$ cat config.mk
export PLATFORM = sky130hd
export DESIGN_NAME = stereo_pink_noise_mixer
export DESIGN_NICKNAME = d
export VERILOG_FILES = /design/src/rtl/spnm_pkg.sv /design/src/rtl/spnm_ram.sv /design/src/rtl/spnm_fifo.sv /design/src/rtl/spnm_div.sv /design/src/rtl/spnm_front.sv /design/src/rtl/spnm_back.sv /design/src/rtl/stereo_pink_noise_mixer.sv
export SDC_FILE = /design/constraint.sdc
export NUM_CORES = 2
export LEC_CHECK = 0
export BUFFER_PORTS_ARGS = -buffer_cell sky130_fd_sc_hd__buf_2
export CELL_PAD_IN_SITES_DETAIL_PLACEMENT = 0
export CELL_PAD_IN_SITES_GLOBAL_PLACEMENT = 1
export CORE_UTILIZATION = 55
export CTS_CLUSTER_SIZE = 10
export DETAILED_ROUTE_END_ITERATION = 10
export PLACE_DENSITY = 0.89
export SLEW_MARGIN = 40
export SYNTH_ARGS = -nofsm -noshare
export SYNTH_HDL_FRONTEND = slang
export SYNTH_SLANG_ARGS = --single-unit
$ cat constraint.sdc
create_clock -name clock -period 29.5 [get_ports clock]
set_input_delay 5.9 -clock clock [delete_from_list [all_inputs] [get_ports clock]]
set_output_delay 5.9 -clock clock [all_outputs]
set_load 0.03 [all_outputs]
$ cat src/rtl/spnm_pkg.sv
// spnm_pkg: shared constants and types of the stereo pink noise mixer
// used by every module of the block except the generic ram and the divider

package spnm_pkg;

   localparam int MIX_W       = 17;
   localparam int RAND_W      = 16;
   localparam int RAND_FIELDS = 7;
   localparam int NOISE_W     = 16;

   localparam logic [MIX_W-1:0] MIX_RESET      = 17'd32768;
   // 0.001 in q1.16 rounds so that 66 is the first active level
   localparam logic [MIX_W-1:0] MIX_MIN_ACTIVE = 17'd66;

   // fill state of the front to back queue
   typedef struct packed {
      logic full;
      logic empty;
   } spnm_q_stat_type;

endpackage

$ cat src/rtl/spnm_ram.sv
// spnm_ram: generic single write port, single read port ram with registered read
// no dependencies

module spnm_ram #(
   parameter int WIDTH = 16,
   parameter int DEPTH = 2,
   localparam int AW = $clog2(DEPTH > 1 ? DEPTH : 2)
) (
   input  logic             clock,
   input  logic             wr_en,
   input  logic [AW-1:0]    wr_addr,
   input  logic [WIDTH-1:0] wr_data,
   input  logic             rd_en,
   input  logic [AW-1:0]    rd_addr,
   output logic [WIDTH-1:0] rd_data
);

   logic [WIDTH-1:0] mem_ff [DEPTH];
   logic [WIDTH-1:0] rd_data_ff;

   always_ff @(posedge clock) begin
      if (wr_en) begin
         mem_ff[wr_addr] <= wr_data;
      end
      if (rd_en) begin
         rd_data_ff <= mem_ff[rd_addr];
      end
   end

   assign rd_data = rd_data_ff;

endmodule

$ cat src/rtl/spnm_fifo.sv
// spnm_fifo: short flip-flop queue between the front and the back of the mixer
// depends on spnm_pkg for the queue status struct

module spnm_fifo #(
   parameter int WIDTH = 8,
   parameter int DEPTH = 2
) (
   input  logic                       clock,
   input  logic                       reset,
   input  logic                       wr_en,
   input  logic [WIDTH-1:0]           wr_data,
   input  logic                       rd_en,
   output logic [WIDTH-1:0]           rd_data,
   output spnm_pkg::spnm_q_stat_type  q_stat
);

   import spnm_pkg::*;

   localparam int PW = $clog2(DEPTH > 1 ? DEPTH : 2);
   localparam int CW = $clog2(DEPTH + 1);

   logic [WIDTH-1:0] mem_ff [DEPTH];
   logic [PW-1:0]    wr_ptr_ff, wr_ptr_in;
   logic [PW-1:0]    rd_ptr_ff, rd_ptr_in;
   logic [CW-1:0]    count_ff, count_in;

   always_comb begin
      wr_ptr_in = wr_ptr_ff;
      rd_ptr_in = rd_ptr_ff;
      count_in  = count_ff;
      if (wr_en) begin
         wr_ptr_in = (wr_ptr_ff == PW'(DEPTH - 1)) ? '0 : wr_ptr_ff + PW'(1);
      end
      if (rd_en) begin
         rd_ptr_in = (rd_ptr_ff == PW'(DEPTH - 1)) ? '0 : rd_ptr_ff + PW'(1);
      end
      if (wr_en && !rd_en) begin
         count_in = count_ff + CW'(1);
      end else if (rd_en && !wr_en) begin
         count_in = count_ff - CW'(1);
      end
   end

   always_ff @(posedge clock) begin
      if (reset) begin
         wr_ptr_ff <= '0;
         rd_ptr_ff <= '0;
         count_ff  <= '0;
      end else begin
         wr_ptr_ff <= wr_ptr_in;
         rd_ptr_ff <= rd_ptr_in;
         count_ff  <= count_in;
      end
   end

   always_ff @(posedge clock) begin
      if (wr_en) begin
         mem_ff[wr_ptr_ff] <= wr_data;
      end
   end

   assign rd_data      = mem_ff[rd_ptr_ff];
   assign q_stat.full  = (count_ff == CW'(DEPTH));
   assign q_stat.empty = (count_ff == '0);

`ifndef NO_ASSERTIONS
   a_no_overflow : assert property (@(posedge clock) disable iff (reset)
      !(wr_en && !rd_en && count_ff == CW'(DEPTH)))
      else $error("queue written while full");

   a_no_underflow : assert property (@(posedge clock) disable iff (reset)
      !(rd_en && count_ff == '0))
      else $error("queue read while empty");
`endif

endmodule

$ cat src/rtl/spnm_div.sv
// spnm_div: divides by a constant through a reciprocal multiply, quotient valid in the cycle after start
// depends on nothing; used by the back end for both rounded divisions

module spnm_div #(
   parameter int DIVIDEND_W = 16,
   parameter int DIVISOR    = 7
) (
   input  logic                  clock,
   input  logic                  start,
   input  logic [DIVIDEND_W-1:0] dividend,
   output logic [DIVIDEND_W-1:0] quotient
);

   localparam int LOG_D   = $clog2(DIVISOR);
   localparam int SHIFT   = DIVIDEND_W + LOG_D;
   localparam int RECIP_W = DIVIDEND_W + 1;
   localparam int PROD_W  = DIVIDEND_W + RECIP_W;
   // ceil(2^SHIFT / DIVISOR) gives the exact floor quotient for every dividend in range
   localparam longint unsigned RECIP = ((64'd1 << SHIFT) + DIVISOR - 1) / DIVISOR;

   logic [PROD_W-1:0] prod_ff;

   always_ff @(posedge clock) begin
      if (start) begin
         prod_ff <= PROD_W'(dividend) * PROD_W'(RECIP);
      end
   end

   assign quotient = DIVIDEND_W'(prod_ff >> SHIFT);

endmodule

$ cat src/rtl/spnm_front.sv
// spnm_front: accepts input beats, classifies them, advances the channel counter
// and updates the row registers; depends on spnm_pkg and spnm_ram

module spnm_front #(
   parameter int ROW_COUNT     = 7,
   parameter int CHANNEL_COUNT = 2,
   parameter int SAMPLE_BITS   = 16,
   localparam int ENTRY_W = 1 + SAMPLE_BITS + spnm_pkg::RAND_W * ROW_COUNT,
   localparam int IN_W    = SAMPLE_BITS + spnm_pkg::RAND_FIELDS * spnm_pkg::RAND_W
) (
   input  logic                         clock,
   input  logic                         reset,
   input  logic [spnm_pkg::MIX_W-1:0]   mix,
   input  logic                         req_tvalid,
   output logic                         req_tready,
   input  logic                         req_channel,
   input  logic [IN_W-1:0]              req_payload,
   output logic                         push,
   output logic [ENTRY_W-1:0]           push_data,
   input  spnm_pkg::spnm_q_stat_type    q_stat
);

   import spnm_pkg::*;

   localparam int ROW_W  = RAND_W * ROW_COUNT;
   localparam int ADDR_W = $clog2(CHANNEL_COUNT > 1 ? CHANNEL_COUNT : 2);

   typedef enum logic [1:0] {
      F_IDLE  = 2'b01,
      F_MERGE = 2'b10
   } front_state_type;

   front_state_type                 state_ff, state_in;
   logic [SAMPLE_BITS-1:0]          sample_ff;
   logic [RAND_FIELDS*RAND_W-1:0]   rand_ff;
   logic [ADDR_W-1:0]               addr_ff;
   logic                            active_ff;
   logic [ROW_COUNT-1:0]            cnt_ff [CHANNEL_COUNT];
   logic [CHANNEL_COUNT-1:0]        valid_ff;

   logic                            accept;
   logic                            in_range;
   logic                            active_now;
   logic [ADDR_W-1:0]               addr_now;
   logic [ROW_W-1:0]                rd_data;
   logic [ROW_W-1:0]                old_rows;
   logic [ROW_W-1:0]                new_rows;
   logic [ROW_COUNT-1:0]            cnt_old, cnt_new, toggled;
   logic                            ram_wr_en;

   assign req_tready = (state_ff == F_IDLE);
   assign accept     = req_tvalid && req_tready;
   assign in_range   = (int'(req_channel) < CHANNEL_COUNT);
   assign active_now = in_range && (mix >= MIX_MIN_ACTIVE);
   assign addr_now   = in_range ? ADDR_W'(req_channel) : '0;

   spnm_ram #(
      .WIDTH (ROW_W),
      .DEPTH (CHANNEL_COUNT)
   ) u_rows (
      .clock   (clock),
      .wr_en   (ram_wr_en),
      .wr_addr (addr_ff),
      .wr_data (new_rows),
      .rd_en   (accept),
      .rd_addr (addr_now),
      .rd_data (rd_data)
   );

   assign cnt_old  = cnt_ff[addr_ff];
   assign cnt_new  = cnt_old + ROW_COUNT'(1);
   assign toggled  = cnt_old ^ cnt_new;
   // a channel never written reads as rows of zero, since the ram itself has no reset
   assign old_rows = valid_ff[addr_ff] ? rd_data : '0;

   for (genvar i = 0; i < ROW_COUNT; i++) begin : g_row
      if (i < RAND_FIELDS) begin : g_rand
         assign new_rows[i*RAND_W +: RAND_W] = toggled[i] ? rand_ff[i*RAND_W +: RAND_W]
                                                          : old_rows[i*RAND_W +: RAND_W];
      end else begin : g_zero
         assign new_rows[i*RAND_W +: RAND_W] = toggled[i] ? '0 : old_rows[i*RAND_W +: RAND_W];
      end
   end

   assign push      = (state_ff == F_MERGE) && !q_stat.full;
   assign ram_wr_en = push && active_ff;
   assign push_data = {active_ff, sample_ff, new_rows};

   always_comb begin
      state_in = state_ff;
      case (state_ff)
         F_IDLE: begin
            if (accept) begin
               state_in = F_MERGE;
            end
         end
         F_MERGE: begin
            if (!q_stat.full) begin
               state_in = F_IDLE;
            end
         end
         default: state_in = F_IDLE;
      endcase
   end

   always_ff @(posedge clock) begin
      if (reset) begin
         state_ff <= F_IDLE;
         valid_ff <= '0;
         for (int c = 0; c < CHANNEL_COUNT; c++) begin
            cnt_ff[c] <= '0;
         end
      end else begin
         state_ff <= state_in;
         if (ram_wr_en) begin
            cnt_ff[addr_ff]   <= cnt_new;
            valid_ff[addr_ff] <= 1'b1;
         end
      end
   end

   always_ff @(posedge clock) begin
      if (accept) begin
         sample_ff <= req_payload[SAMPLE_BITS-1:0];
         rand_ff   <= req_payload[IN_W-1:SAMPLE_BITS];
         addr_ff   <= addr_now;
         active_ff <= active_now;
      end
   end

`ifndef NO_ASSERTIONS
   a_write_in_range : assert property (@(posedge clock) disable iff (reset)
      ram_wr_en |-> (int'(addr_ff) < CHANNEL_COUNT) && (state_ff == F_MERGE))
      else $error("row write outside a generator channel");
`endif

endmodule

$ cat src/rtl/spnm_back.sv
// spnm_back: sums the rows, scales the noise, runs both rounded divisions,
// saturates and holds the result beat; depends on spnm_pkg and spnm_div

module spnm_back #(
   parameter int ROW_COUNT   = 7,
   parameter int SAMPLE_BITS = 16,
   localparam int ENTRY_W = 1 + SAMPLE_BITS + spnm_pkg::RAND_W * ROW_COUNT,
   localparam int RSP_W   = ((SAMPLE_BITS + spnm_pkg::NOISE_W + 7) / 8) * 8
) (
   input  logic                         clock,
   input  logic                         reset,
   input  logic [spnm_pkg::MIX_W-1:0]   mix,
   input  logic [ENTRY_W-1:0]           q_data,
   input  spnm_pkg::spnm_q_stat_type    q_stat,
   output logic                         pop,
   output logic                         rsp_tvalid,
   input  logic                         rsp_tready,
   output logic [RSP_W-1:0]             rsp_tdata
);

   import spnm_pkg::*;

   localparam int ROW_W   = RAND_W * ROW_COUNT;
   localparam int SUM_W   = RAND_W + $clog2(ROW_COUNT);
   localparam int PROD_W  = SUM_W + MIX_W;
   localparam int P3_W    = PROD_W + 2;
   localparam int SHIFT   = 32 - SAMPLE_BITS;
   localparam int NUM_W   = P3_W - SHIFT + 1;
   localparam int NDIV_W  = SUM_W + 1;
   localparam int HALF_R  = ROW_COUNT / 2;
   localparam int ROUND_A = 10 * ROW_COUNT;
   localparam int SUMO_W  = (SAMPLE_BITS > NUM_W ? SAMPLE_BITS : NUM_W) + 2;
   localparam int CNT_W   = $clog2(ROW_COUNT);
   localparam int OUT_W   = SAMPLE_BITS + NOISE_W;

   typedef enum logic [6:0] {
      B_IDLE  = 7'b0000001,
      B_SUM   = 7'b0000010,
      B_ABS   = 7'b0000100,
      B_MUL   = 7'b0001000,
      B_SCALE = 7'b0010000,
      B_WAIT  = 7'b0100000,
      B_DONE  = 7'b1000000
   } back_state_type;

   back_state_type          state_ff, state_in;
   logic                    rsp_valid_ff;
   logic [OUT_W-1:0]        rsp_data_ff;
   logic [SAMPLE_BITS-1:0]  sample_ff;
   logic [ROW_W-1:0]        rows_ff;
   logic [SUM_W-1:0]        acc_ff, acc_in;
   logic [CNT_W-1:0]        cnt_ff;
   logic                    neg_ff;
   logic [SUM_W-1:0]        mag_ff;
   logic [PROD_W-1:0]       prod_ff;
   logic [SAMPLE_BITS-1:0]  res_ff, res_in;
   logic [NOISE_W-1:0]      noise_ff, noise_in;

   logic                    q_active;
   logic [SAMPLE_BITS-1:0]  q_sample;
   logic [ROW_W-1:0]        q_rows;
   logic                    load_out;
   logic [NDIV_W-1:0]       n_quo, n_signed;
   logic [NUM_W-1:0]        a_quo;
   logic [P3_W-1:0]         p3;
   logic [NUM_W-1:0]        a_num;
   logic [SUMO_W-1:0]       s_ext, q_ext, total;
   logic [SUMO_W-SAMPLE_BITS:0] top_bits;

   assign q_active = q_data[ENTRY_W-1];
   assign q_sample = q_data[ENTRY_W-2 -: SAMPLE_BITS];
   assign q_rows   = q_data[ROW_W-1:0];

   assign pop      = (state_ff == B_IDLE) && !q_stat.empty;
   assign load_out = (state_ff == B_DONE) && (!rsp_valid_ff || rsp_tready);

   // row accumulation, one row a cycle
   assign acc_in = acc_ff + {{(SUM_W-RAND_W){rows_ff[RAND_W-1]}}, rows_ff[RAND_W-1:0]};

   // noise * mix * 3/20 / rows: the 2^16 scale and half of 20*rows fold into the numerator
   assign p3    = P3_W'(prod_ff) + (P3_W'(prod_ff) << 1);
   assign a_num = NUM_W'(p3 >> SHIFT) + NUM_W'(ROUND_A);

   spnm_div #(
      .DIVIDEND_W (NDIV_W),
      .DIVISOR    (ROW_COUNT)
   ) u_noise_div (
      .clock    (clock),
      .start    (state_ff == B_MUL),
      .dividend (NDIV_W'(mag_ff) + NDIV_W'(HALF_R)),
      .quotient (n_quo)
   );

   spnm_div #(
      .DIVIDEND_W (NUM_W),
      .DIVISOR    (20 * ROW_COUNT)
   ) u_add_div (
      .clock    (clock),
      .start    (state_ff == B_SCALE),
      .dividend (a_num),
      .quotient (a_quo)
   );

   assign n_signed = neg_ff ? (~n_quo + NDIV_W'(1)) : n_quo;
   assign noise_in = n_signed[NOISE_W-1:0];

   assign s_ext    = {{(SUMO_W-SAMPLE_BITS){sample_ff[SAMPLE_BITS-1]}}, sample_ff};
   assign q_ext    = SUMO_W'(a_quo);
   assign total    = neg_ff ? (s_ext - q_ext) : (s_ext + q_ext);
   assign top_bits = total[SUMO_W-1:SAMPLE_BITS-1];

   always_comb begin
      if ((&top_bits) || !(|top_bits)) begin
         res_in = total[SAMPLE_BITS-1:0];
      end else if (total[SUMO_W-1]) begin
         res_in = {1'b1, {(SAMPLE_BITS-1){1'b0}}};
      end else begin
         res_in = {1'b0, {(SAMPLE_BITS-1){1'b1}}};
      end
   end

   always_comb begin
      state_in = state_ff;
      case (state_ff)
         B_IDLE: begin
            if (!q_stat.empty) begin
               state_in = q_active ? B_SUM : B_DONE;
            end
         end
         B_SUM: begin
            if (cnt_ff == CNT_W'(ROW_COUNT - 1)) begin
               state_in = B_ABS;
            end
         end
         B_ABS:   state_in = B_MUL;
         B_MUL:   state_in = B_SCALE;
         B_SCALE: state_in = B_WAIT;
         B_WAIT:  state_in = B_DONE;
         B_DONE: begin
            if (load_out) begin
               state_in = B_IDLE;
            end
         end
         default: state_in = B_IDLE;
      endcase
   end

   always_ff @(posedge clock) begin
      if (reset) begin
         state_ff     <= B_IDLE;
         rsp_valid_ff <= 1'b0;
      end else begin
         state_ff <= state_in;
         if (load_out) begin
            rsp_valid_ff <= 1'b1;
         end else if (rsp_tready) begin
            rsp_valid_ff <= 1'b0;
         end
      end
   end

   always_ff @(posedge clock) begin
      case (state_ff)
         B_IDLE: begin
            // a bypassed beat leaves straight from here with zero noise
            sample_ff <= q_sample;
            rows_ff   <= q_rows;
            acc_ff    <= '0;
            cnt_ff    <= '0;
            res_ff    <= q_sample;
            noise_ff  <= '0;
         end
         B_SUM: begin
            acc_ff  <= acc_in;
            rows_ff <= rows_ff >> RAND_W;
            cnt_ff  <= cnt_ff + CNT_W'(1);
         end
         B_ABS: begin
            neg_ff <= acc_ff[SUM_W-1];
            mag_ff <= acc_ff[SUM_W-1] ? (~acc_ff + SUM_W'(1)) : acc_ff;
         end
         B_MUL: begin
            prod_ff <= PROD_W'(mag_ff) * PROD_W'(mix);
         end
         B_WAIT: begin
            res_ff   <= res_in;
            noise_ff <= noise_in;
         end
         default: ;
      endcase
      if (load_out) begin
         rsp_data_ff <= {noise_ff, res_ff};
      end
   end

   assign rsp_tvalid = rsp_valid_ff;
   assign rsp_tdata  = RSP_W'(rsp_data_ff);

`ifndef NO_ASSERTIONS
   // the rounded row mean can never leave the q1.15 range
   a_noise_range : assert property (@(posedge clock) disable iff (reset)
      (state_ff == B_WAIT) |-> n_quo <= NDIV_W'(32768))
      else $error("noise quotient out of range");
`endif

endmodule

$ cat src/rtl/stereo_pink_noise_mixer.sv
// Adds seven-row pink noise to a stereo sample stream; one result beat per request beat.
//
// req channel: tuser carries the channel (0 left, 1 right); tdata carries the sample
// and seven random row values. rsp channel: tdata carries the mixed sample and the
// noise value. csr_wr_en with csr_wr_data loads the 17-bit mix level (q1.16); write it
// only while no beat is in flight.
// The front takes one beat at a time: it reads the channel's rows from a small ram,
// updates counter and rows for a beat with noise, and hands the beat to a 2-entry
// queue before it takes the next. The back sums the rows one per cycle, then scales
// and divides by constants with reciprocal multiplies. A beat without noise (mix
// below 66 or no generator for its channel) skips the row sum and the divisions.
// Reset returns the mix level to 0.5, clears all counters and marks every channel's
// rows as zero. A stalled rsp_tready holds the result register; the queue then fills
// and req_tready drops until the result is taken. Rows and results are never lost.
// Depends on spnm_pkg, spnm_front, spnm_fifo, spnm_back, spnm_div and spnm_ram.

module stereo_pink_noise_mixer #(
   parameter int ROW_COUNT     = 7,
   parameter int CHANNEL_COUNT = 2,
   parameter int SAMPLE_BITS   = 16,
   localparam int IN_W  = SAMPLE_BITS + spnm_pkg::RAND_FIELDS * spnm_pkg::RAND_W,
   localparam int REQ_W = ((IN_W + 7) / 8) * 8,
   localparam int RSP_W = ((SAMPLE_BITS + spnm_pkg::NOISE_W + 7) / 8) * 8
) (
   input  logic                       clock,
   input  logic                       reset,
   input  logic                       csr_wr_en,
   input  logic [spnm_pkg::MIX_W-1:0] csr_wr_data,
   input  logic                       req_tvalid,
   output logic                       req_tready,
   input  logic                       req_tuser,   // channel
   input  logic [REQ_W-1:0]           req_tdata,   // sample_in, rand_row_0 .. rand_row_6
   output logic                       rsp_tvalid,
   input  logic                       rsp_tready,
   output logic [RSP_W-1:0]           rsp_tdata    // sample_out, noise_value
);

   import spnm_pkg::*;

   localparam int ENTRY_W = 1 + SAMPLE_BITS + RAND_W * ROW_COUNT;

   logic [MIX_W-1:0]    mix_ff;
   logic                push;
   logic                pop;
   logic [ENTRY_W-1:0]  push_data;
   logic [ENTRY_W-1:0]  q_data;
   spnm_q_stat_type     q_stat;

   always_ff @(posedge clock) begin
      if (reset) begin
         mix_ff <= MIX_RESET;
      end else if (csr_wr_en) begin
         mix_ff <= csr_wr_data;
      end
   end

   spnm_front #(
      .ROW_COUNT     (ROW_COUNT),
      .CHANNEL_COUNT (CHANNEL_COUNT),
      .SAMPLE_BITS   (SAMPLE_BITS)
   ) u_front (
      .clock       (clock),
      .reset       (reset),
      .mix         (mix_ff),
      .req_tvalid  (req_tvalid),
      .req_tready  (req_tready),
      .req_channel (req_tuser),
      .req_payload (req_tdata[IN_W-1:0]),
      .push        (push),
      .push_data   (push_data),
      .q_stat      (q_stat)
   );

   spnm_fifo #(
      .WIDTH (ENTRY_W),
      .DEPTH (2)
   ) u_queue (
      .clock   (clock),
      .reset   (reset),
      .wr_en   (push),
      .wr_data (push_data),
      .rd_en   (pop),
      .rd_data (q_data),
      .q_stat  (q_stat)
   );

   spnm_back #(
      .ROW_COUNT   (ROW_COUNT),
      .SAMPLE_BITS (SAMPLE_BITS)
   ) u_back (
      .clock      (clock),
      .reset      (reset),
      .mix        (mix_ff),
      .q_data     (q_data),
      .q_stat     (q_stat),
      .pop        (pop),
      .rsp_tvalid (rsp_tvalid),
      .rsp_tready (rsp_tready),
      .rsp_tdata  (rsp_tdata)
   );

endmodule
==> results_dict.tcl <==
set metrics [dict create \
    whs_ns 0.412 \
    crit_path_max_fanout 7 \
    ios 185 \
    die_area_mm2 0.116 \
    cp_common_cell "fa_1" \
    overflow 0 \
    syn-num-nets 6275 \
    netlist_area_mm2 0.0633 \
    max_stage_delay_ns 0.56 \
    hold_viol 0 \
    die_h_um 341 \
    grt_pass1_wl_mm 207 \
    drt_iter0_drc 2206 \
    grt_usage_pct 22.5 \
    synth_ff_type "edfxtp_1" \
    io_buffers 184 \
    holdCritPathClass "reg2reg" \
    drive_above_1_share_pct 10.2 \
    nets 6450 \
    arrival_ns 12.28 \
    clock-root-buffer "clkbuf_16" \
    postCtsHoldBufs 0 \
    p_leak_uw 0.0290 \
    period_needed_ns 11.85 \
    cts_resized 0 \
    path_class "reg2reg" \
    routed_wl_mm 130 \
    numClockSinks 1025 \
    end_kind "register" \
    drv_cap 0 \
    slew_violations 0 \
    async_reset_ff_share_pct 0 \
    skew_ns 0.0327 \
    drc_errors 0 \
    syn_avg_cell_area_um2 12.4 \
    area_delta_synth_final_pct 9.50 \
    relSlewSlack_pct 44.9 \
    num_rows 124 \
    gp_congestion 0.912 \
    vdd_ir_drop_max_uv 67.2 \
    fmax_ghz 0.0844 \
    cp_data_required_time_ns 29.93 \
    setup_tns_ns 0 \
    die_w_um 341 \
    clk_pin_slew_worst_paths_ns 0.07 \
    synth_commonest_cells "990 x edfxtp_1, 707 x inv_1, 548 x ha_1" \
    dr.pass1.iters 5 \
    grt_pass1_vias 38800 \
    synth-edff-count 990 \
    grt_setup_unrepaired "false" \
    cts_buffer_depth 3 \
    fin_crit_sh_pct 40.2 \
    synth_most_common_cell "edfxtp_1" \
    synth_cells 5106 \
    ys_ff_latch 1025 \
    hpwlAfterDp_mm 92.2 \
    tritoncts "yes" \
    viasPerCell 5.50 \
    yosysWarnings 0 \
    start_kind "register" \
    netlist.top_cell.by_area "edfxtp_1" \
    synth_cell_types 83 \
    outcome "completed" \
    antenna_found_initial 2 \
    grt_max_degree 117 \
    clock_latency_ns 0.69 \
    wl_per_cell_um 18.9 \
    synth_area_leaders "edfxtp_1 47%, fa_1 15%, ha_1 11%" \
    cpMaxStageDelayCell "fa_1" \
    initial_core_util_pct 55.4 \
    postRouteAntennaNets 0 \
    power.density_mw_per_mm2 60.4 \
    ys_seq_area_share_pct 48.1 \
    htreeDepth 3 \
    numCtsBuffers 115 \
    worst_pin_slew_ns 0.821 \
    core_mm2 0.114 \
    fill_cells 8937 \
    postCtsSetupRepairBufs 0 \
    finalSetupViolCount 0 \
    vias 37700 \
    synth.top_cell.area_share_pct 47.0 \
]
[state kept, by name, summed over array words and instances (netlist names), 2 cells and up, named ones only]
name / flops
u_queue.mem_ff: 258
u_front.u_rows.mem_ff: 192
u_back.rows_ff: 112
u_front.rand_ff: 112
u_front.u_rows.rd_data: 96
u_back.prod_ff: 36
u_back.rsp_tdata: 32
u_back.acc_ff: 19
u_back.mag_ff: 19
mix_ff: 17
u_back.noise_ff: 16
u_back.res_ff: 16
u_back.sample_ff: 16
u_back.u_add_div.prod_ff: 16
u_back.u_noise_div.prod_ff: 16
u_front.sample_ff: 16
u_front.cnt_ff: 12
u_back.state_ff: 7
u_back.cnt_ff: 3
u_front.state_ff: 2
u_front.valid_ff: 2
u_queue.count_ff: 2
[stage by stage]
step	total power (uW)	cells	setup slack, ns	util, %	area, um2
global placement	2940	6671	17.86	57.7	65800
global route	4400	6843	16.64	60.7	69300
detailed placement	2960	6676	17.63	57.8	66000
CTS	4220	6843	17.54	60.6	69200
floorplan	2710	5106	18.58	-	63300
finish	4190	6844	17.65	60.7	69300
[area by class of cell]
class | instances | area (um2) | share of cell area, %
inverter | 708 | 2690 | 3.88
clock inverter | 10 | 131 | 0.190
antenna | 1 | 2.50 | 0.00361
tap | 1512 | 1890 | 2.73
multi-input combinational | 3194 | 29600 | 42.7
clock buffer | 157 | 3090 | 4.46
sequential | 1025 | 30500 | 44.0
timing repair buffer | 237 | 1440 | 2.08
[cells in the final DEF, fill, tap and decap left out, types with 28 or more instances in the layout]
| cell type | instances |
|---|---|
| ha_1 | 548 |
| nand2_1 | 524 |
| inv_1 | 703 |
| nor2b_1 | 28 |
| buf_4 | 38 |
| clkbuf_16 | 117 |
| a21o_1 | 67 |
| clkbuf_1 | 39 |
| xor2_1 | 77 |
| xnor2_1 | 124 |
| o21ai_0 | 147 |
| a21oi_1 | 207 |
| edfxtp_1 | 990 |
| fa_1 | 470 |
| nor3_1 | 35 |
| buf_2 | 183 |
| nand3_1 | 50 |
| nor2_1 | 276 |
| mux2i_1 | 134 |
| mux2_2 | 116 |
| and2_1 | 103 |
[metal layers]
layer | vias up | routed length, um | global-route usage [%]
met1 | 18900 | 54900 | 29.5
met3 | 186 | 5580 | 2.73
met2 | 870 | 66000 | 39.4
met4 | 2 | 2950 | 6.44
li1 | 17700 | - | -
met5 | - | 13 | 0
[power by group]
group / internal (uW) / total [uW] / switching (uW)
sequential: 1860 / 1950 / 91.2
combinational: 390 / 982 / 592
clock: 719 / 1250 / 533
[worst paths after layout]
check	end	cells past startpoint	slack [ns]	startpoint
min reg2reg	u_back.rsp_tdata[31]	0	0.41	u_back.noise_ff[15]
max reg2reg	u_back.u_add_div.prod_ff[43]	39	17.65	u_back.prod_ff[14]
max	u_back.u_add_div.prod_ff[43]	39	17.65	u_back.prod_ff[14]
min	u_back.rsp_tdata[31]	0	0.41	u_back.noise_ff[15]
[cell families after synthesis]
group                      Yosys count  share of synthesized area [%]
AOI/OAI and AO/OA                  562                           5.48
xor gates and xnor gates           207                           2.89
adders and majority gates         1018                           25.7
buffers and inverters              887                           5.28
DFF                               1025                           48.1
muxes                              251                           4.20
and+or+nand+nor                   1156                           8.32
[critical path, delay by kind of cell, from the launching register on]
kind / cells / cell delay, ns
AOI/OAI and AO/OA: 10 / 2.61
xor gates and xnor gates: 2 / 0.65
buffers and inverters: 5 / 0.46
and+or+nand+nor: 12 / 3.04
DFF: 1 / 0.40
adders and majority gates: 10 / 4.39
(Power assumes the default switching activity.)
